===== src/rtl/assert_macros.svh =====
// Assertion macros used by the RTL file that carries checks.
`ifndef ASSERT_MACROS_SVH
`define ASSERT_MACROS_SVH

// Same-cycle implication, disabled while reset is asserted.
`define ASSERT_IMPLIES(label, clk, rst_n, a, b) \
    label: assert property (@(posedge clk) disable iff (!(rst_n)) (a) |-> (b)) \
        else $error("implication check failed");

// Next-cycle implication, disabled while reset is asserted.
`define ASSERT_NEXT(label, clk, rst_n, a, b) \
    label: assert property (@(posedge clk) disable iff (!(rst_n)) (a) |=> (b)) \
        else $error("next-cycle check failed");

`endif


===== src/rtl/mtbr_pkg.sv =====
// Types, constants and the tempering function of the bounded MT19937 generator.
`timescale 1ns / 1ps
`default_nettype none
package mtbr_pkg;

    localparam int unsigned STATE_WORDS = 624;
    localparam int unsigned POS_W       = 10;
    localparam int unsigned SHIFT_DIST  = 397;

    localparam logic [POS_W-1:0] LAST_IDX   = POS_W'(STATE_WORDS - 1);
    localparam logic [POS_W-1:0] FULL_POS   = POS_W'(STATE_WORDS);
    localparam logic [POS_W-1:0] FAR_SPLIT  = POS_W'(STATE_WORDS - SHIFT_DIST);
    localparam logic [POS_W-1:0] FAR_ADD    = POS_W'(SHIFT_DIST);

    localparam logic [31:0] TWIST_MATRIX = 32'h9908_b0df;
    localparam logic [31:0] HIGH_BIT     = 32'h8000_0000;
    localparam logic [31:0] LOW_BITS     = 32'h7fff_ffff;
    localparam logic [31:0] INIT_MULT    = 32'd1812433253;
    localparam logic [31:0] DEFAULT_SEED = 32'd5489;
    localparam logic [31:0] TEMPER_B     = 32'h9d2c_5680;
    localparam logic [31:0] TEMPER_C     = 32'hefc6_0000;

    // What the front end decided an item needs.
    typedef enum logic [1:0] {
        CLS_ZERO = 2'd0,
        CLS_DRAW = 2'd1,
        CLS_SEED = 2'd2
    } item_class_t;

    typedef struct packed {
        item_class_t cls;
        logic [31:0] seed_value;
        logic [31:0] limit;
    } item_t;

    // Engine status seen by the top level.
    typedef struct packed {
        logic             seeded;
        logic [POS_W-1:0] pos;
    } eng_status_t;

    // Standard MT19937 output tempering.
    function automatic logic [31:0] temper(input logic [31:0] w);
        logic [31:0] y;
        y = w;
        y = y ^ (y >> 11);
        y = y ^ ((y << 7) & TEMPER_B);
        y = y ^ ((y << 15) & TEMPER_C);
        y = y ^ (y >> 18);
        return y;
    endfunction

endpackage
`default_nettype wire


===== src/rtl/mtbr_front.sv =====
// Input side: accepts words, classifies them and queues them for the engine.
`timescale 1ns / 1ps
`default_nettype none
module mtbr_front
    import mtbr_pkg::*;
#(
    parameter int unsigned QUEUE_DEPTH = 2
) (
    input  wire logic        aclk,
    input  wire logic        aresetn,
    input  wire logic        s_tvalid,
    output logic             s_tready,
    input  wire logic [63:0] s_tdata,   // seed_value [31:0], limit [63:32]
    input  wire logic        s_tuser,   // kind [0]
    output logic             q_valid,
    output item_t            q_item,
    input  wire logic        q_pop
);

    localparam int unsigned PTR_W = (QUEUE_DEPTH > 1) ? $clog2(QUEUE_DEPTH) : 1;
    localparam int unsigned CNT_W = $clog2(QUEUE_DEPTH + 1);
    localparam logic [PTR_W-1:0] PTR_LAST = PTR_W'(QUEUE_DEPTH - 1);
    localparam logic [CNT_W-1:0] CNT_FULL = CNT_W'(QUEUE_DEPTH);

    item_t            slot_reg [QUEUE_DEPTH];
    logic [PTR_W-1:0] wr_ptr_reg, wr_ptr_next;
    logic [PTR_W-1:0] rd_ptr_reg, rd_ptr_next;
    logic [CNT_W-1:0] count_reg, count_next;
    item_t            incoming;
    logic             push;

    // Classify the incoming word.
    always_comb begin
        incoming.seed_value = s_tdata[31:0];
        incoming.limit      = s_tdata[63:32];
        if (s_tuser) begin
            incoming.cls = CLS_SEED;
        end else if (s_tdata[63:32] > 32'd1) begin
            incoming.cls = CLS_DRAW;
        end else begin
            incoming.cls = CLS_ZERO;
        end
    end

    assign s_tready = (count_reg != CNT_FULL);
    assign push     = s_tvalid && s_tready;
    assign q_valid  = (count_reg != '0);
    assign q_item   = slot_reg[rd_ptr_reg];

    // Pointer and fill count updates.
    always_comb begin
        wr_ptr_next = wr_ptr_reg;
        rd_ptr_next = rd_ptr_reg;
        count_next  = count_reg;
        if (push) begin
            wr_ptr_next = (wr_ptr_reg == PTR_LAST) ? '0 : wr_ptr_reg + PTR_W'(1);
        end
        if (q_pop && q_valid) begin
            rd_ptr_next = (rd_ptr_reg == PTR_LAST) ? '0 : rd_ptr_reg + PTR_W'(1);
        end
        if (push && !(q_pop && q_valid)) begin
            count_next = count_reg + CNT_W'(1);
        end else if (!push && q_pop && q_valid) begin
            count_next = count_reg - CNT_W'(1);
        end
    end

    always_ff @(posedge aclk) begin
        if (!aresetn) begin
            wr_ptr_reg <= '0;
            rd_ptr_reg <= '0;
            count_reg  <= '0;
        end else begin
            wr_ptr_reg <= wr_ptr_next;
            rd_ptr_reg <= rd_ptr_next;
            count_reg  <= count_next;
        end
    end

    // Queue storage.
    always_ff @(posedge aclk) begin
        if (push) begin
            slot_reg[wr_ptr_reg] <= incoming;
        end
    end

endmodule
`default_nettype wire


===== config.mk =====
export PLATFORM = sky130hd
export DESIGN_NAME = mtbr_front
export DESIGN_NICKNAME = d
export VERILOG_FILES = /design/src/rtl/assert_macros.svh /design/src/rtl/mtbr_pkg.sv /design/src/rtl/mtbr_front.sv
export SDC_FILE = /design/constraint.sdc
export NUM_CORES = 1
export LEC_CHECK = 0
export CAP_MARGIN = 25
export CORE_ASPECT_RATIO = 1.5
export CORE_UTILIZATION = 66
export CTS_CLUSTER_DIAMETER = 150
export CTS_CLUSTER_SIZE = 28
export DETAILED_ROUTE_END_ITERATION = 8
export DONT_BUFFER_PORTS = 1
export GPL_ROUTABILITY_DRIVEN = 0
export GPL_TIMING_DRIVEN = 0
export PLACE_DENSITY_LB_ADDON = 0.15
export SLEW_MARGIN = 20
export SYNTH_ARGS = -nofsm -noshare
export SYNTH_HDL_FRONTEND = slang
export SYNTH_SLANG_ARGS = --single-unit
export TNS_END_PERCENT = 100

===== constraint.sdc =====
create_clock -name aclk -period 5.4 [get_ports aclk]
set_input_delay 0.27 -clock aclk [delete_from_list [all_inputs] [get_ports aclk]]
set_output_delay 0.27 -clock aclk [all_outputs]
set_load 0.02 [all_outputs]

# Word-level counts from Yosys, hierarchy flattened
# Memories as Yosys holds them, arrays and structs flattened. A register that Yosys moved wholly into a read port is not among the register bits.
# Index checks and enable logic that the tools add are counted.
[op_classes]
addsub = 4
n_lt_le_gt_ge = 1
eq_ne = 1
muxes = 10
n_reduce_logical = 9
[op_table]
columns = ["cell", "n"]
rows = [
  ["$gt 32x1->1 const B", 1],
  ["$mux 1", 7],
  ["$mux 2", 3],
  ["$logic_and 1x1->1", 5],
  ["$reduce_bool 2->1", 2],
  ["$add 1x1->1 const B", 2],
  ["$add 2x1->2 const B", 1],
  ["$logic_not 1->1", 2],
  ["$ne 2x2->1 const B", 1],
  ["$sub 2x1->2 const B", 1],
]
[totals]
ff_bits = 4
ram_bits = 132
in_bits = 69
output_inout_bits = 68
wordCells = 29
mem_count = 1
[mem_list]
columns = ["name", "words", "word_bits", "rd", "rd_ports_with_merged_regs", "wr", "line", "rtl"]
rows = [
  ["slot_reg", 2, 66, 1, 1, 1, "mtbr_front.sv:25", "item_t slot_reg [QUEUE_DEPTH];"],
]

# Longest topological paths before layout
[depth]
word_depth = 7
mapped_depth = 4
mapped_depth_nobuf = 3

# Least setup slack after synthesis
# OpenSTA, ideal clock, no wires.
[synth_path]
path_kind = "register -> register"
start = "register count_reg[0]"
end = "memory slot_reg[1][0] (netlist name) (enable)"
setup_time_ns = 0.432
t_arrival_ns = 2.324
required_time_ns = 4.968
setup_slack_ns = 2.644
path_stages_with_launch = 3
n_path_buf = 0
synth_period_minus_slack_ns = 2.756
path_cell_list = "dfxtp_1 > nand2b_1 > and3_1"
[synth_via]
elab_chain_len = 4
[synth_rtl]
columns = ["element", "line", "rtl"]
rows = [
  ["from (decl)", "mtbr_front.sv:28", "logic [CNT_W-1:0] count_reg, count_next;"],
  ["from (signal assigned)", "mtbr_front.sv:76", "count_reg <= count_next;"],
  ["$ne 2x2->1", "mtbr_front.sv:45", "assign s_tready = (count_reg != CNT_FULL);"],
  ["via s_tready", "mtbr_front.sv:12", "output logic s_tready,"],
  ["$logic_and 1x1->1", "mtbr_front.sv:46", "assign push = s_tvalid && s_tready;"],
  ["$mux 1", "mtbr_front.sv:82", "if (push) begin"],
  ["$mux 1 (not written as such)", "mtbr_front.sv:83", "slot_reg[wr_ptr_reg] <= incoming;"],
  ["to (decl)", "mtbr_front.sv:25", ""],
]
# The timed path passes the listed nets, and every way through them passes these cells.

==> metrics <==
total grt overflow 0; most numerous cell in the Yosys netlist edfxtp_1; dominant cells by area after synthesis edfxtp_1, mux2_2, dfxtp_1; Slew Limit Headroom between 60% and 70%; area of the multi-input gates roughly 950 sq um; Initial DRT Pass Iterations 4; Hold Path Depth 2; TritonCTS Buffers 17; FMAX 0.490 GHz; Die Ht between 100 and 150 um; initial antenna violation count 0; post_cts resized 0; WP depth 3; critical path arrival 1.77 ns; vias per cell 5.75; Power Total 2440 uW; Register Area about 0.0041 sq mm; htree depth 4; XOR/XNOR share of the synthesized area less than 1%; detailed placement HPWL 5310 um; Max VDD drop 0.331 mV; CTS tree done; worst slew pin tran 0.498 ns; Cell variety after synth 25; P_leak 0.00215 uW; P&R area growth vs syn 25.9%; Worst Hold Margin 0.0375 ns; Boundary Pins 137; run status finished, final reports clean; clock sinks 137; syn_area_per_cell 20.8 sq um; hold crit path type in2reg; period utilization approximately 38%; Post-synth ARST share 0%; Layout Cells excl Fill approximately 440; RSZ-0062 raised after global routing false; Final TNS setup 0 ns; CORE AREA 0.00732 sq mm; Synth Area in Adders 0%; clk buf depth 2; final instance area 0.00638 sq mm; crit end category output pin; drt wl/cell 21.8 um; ANT cells 0; Final Skew 0.00741 ns; Clock Latency Late Sink 0.51 ns; Post-Synth Simple-Gate Area between 2 and 2.5%; slowest library cell on the worst path mux2_2; Vias 2,546; CTS Root Cell clkbuf_8; cell area after synthesis 0.00507 sq mm; max-slew violation count 0; commonest cells in the netlist edfxtp_1, mux2_2, nor4_1; starting density of the core between 60% and 70%; yosys warns 0; WL final 9660 um; Yosys top cell by area edfxtp_1; placed cells 345; first-pass GRT wire length 13,900 um; Crit path max-delay family buffers and inverters; port buffer count 0; Syn Nets 312; Nets 400; Final setup viols 0; layout cells sized above 1 29.4%; Synth Area in Compound Gates 1.16%; drc violations 0; Crit Path Class reg2out; Final Hold Fails 0; flops & latches, synth 137; Area after DPL 0.00524 sq mm; max FFs per register around 130; Total GRT Usage 25.5%; largest family of logic cells by synthesized area multiplexers; number of global-route vias before repair 2,796; CP Cell Sequence buf_2 -> buf_4 -> mux2_2; DRT antenna net count 0; mux contribution to synthesized area 14.9%; post-CTS setup repair buffer count 0; max_cap viols 0; Pwr Density around 380 mW/mm^2; Post-synth EDFFs between 100 and 150; post-synthesis sequential area ratio 80.2%; die area 0.00804 sq mm; die span in x 73.5 um; startpoint class of the critical path register; Worst-path clk slew 0.05 ns; Worst EP required 5.13 ns; row count 38; Synth Flop Type edfxtp_1; DRT iter0 DRCs around 150; post-synth top area share approximately four fifths; min Tclk post-route 2.04 ns; post-synthesis instance total 243; Crit path largest cell delay 0.43 ns; Reg2Reg Depth 3; largest net degree at the start of global routing 38; Buf+Inv Stages, Crit Path 2; Crit Path Max Fanout 10; FILL cells 314
[area by class of cell]
| type | count | share of cell area (%) |
|---|---|---|
| repair buffers | 69 | 11.1 |
| clock buffers | 25 | 6.96 |
| plain buffers | 8 | 0.765 |
| well taps | 100 | 1.96 |
| multi-input cells | 95 | 14.8 |
| inverters | 3 | 0.216 |
| clock inverters | 6 | 0.412 |
| flip-flops and latches | 137 | 63.7 |
[placed cells by master (no fill, tap or decap), types with 2 or more instances in the layout]
cell | synthesis | final
edfxtp_1 | 132 | 132
dlygate4sd3_1 | 0 | 67
mux2_2 | 66 | 66
clkbuf_16 | 0 | 16
clkbuf_1 | 1 | 9
nor4_1 | 6 | 6
dfxtp_1 | 5 | 5
buf_4 | 4 | 4
a21oi_1 | 4 | 4
buf_2 | 3 | 3
clkinv_2 | 0 | 3
clkinv_1 | 0 | 3
or2_2 | 2 | 2
inv_1 | 3 | 2
nor2_1 | 2 | 2
nand3b_1 | 2 | 2
buf_12 | 0 | 2
[power by group]
group	leakage (uW)	internal [uW]	switching, uW
registers	0.00128	1230	15.2
logic	0.000641	103	163
clock network	0.000230	552	371
[per-layer routing]
metal / routed length, um / track usage [%] / vias up / part of all wire (%)
li1: - / - / 1149 / -
met1: 3220 / 25.0 / 1252 / 33
met2: 5570 / 46.4 / 127 / 58
met3: 651 / 9.07 / 18 / 6.7
met4: 222 / 12.4 / 0 / 2.3
met5: 0 / 0 / - / 0
[metrics by stage]
stage	utilization, %	worst slack [ns]
after global routing	87.1	3.28
after global placement	70.9	1.89
final	87.1	3.36
after CTS	87.1	3.31
after floorplan	-	2.64
after detailed placement	71.5	3.46
[cell families (layout without fill, tap and decap cells)]
group / Yosys count / count (layout)
flops: 137 / 137
mux: 67 / 67
simple gates: 18 / 18
buf+inv: 11 / 111
compound gates: 9 / 9
xor+xnor: 1 / 1
[worst register-to-register path: cells and delay by family, from the launching register on]
family                 cells  cell delay [ns]
buffers and inverters      1             0.28
flip-flops                 1             0.41
AND/OR/NAND/NOR            2             0.96
[path summary, 6_finish.rpt]
check | slack (ns) | from | endpoint
worst max-delay path | 3.36 | register | q_item[26]
worst min-delay path | 0.04 | q_pop | count_reg[1]
worst max register to register | 3.42 | count_reg[0] | slot_reg[1][53]
worst min register to register | 0.53 | rd_ptr_reg | rd_ptr_reg
[what timing repair did]
action,4_1_cts,5_1_grt
setup endpoints to repair,0,0
hold buffers,67,0
endpoints found under the hold margin,137,0
Power figures use the tool's default switching activity.
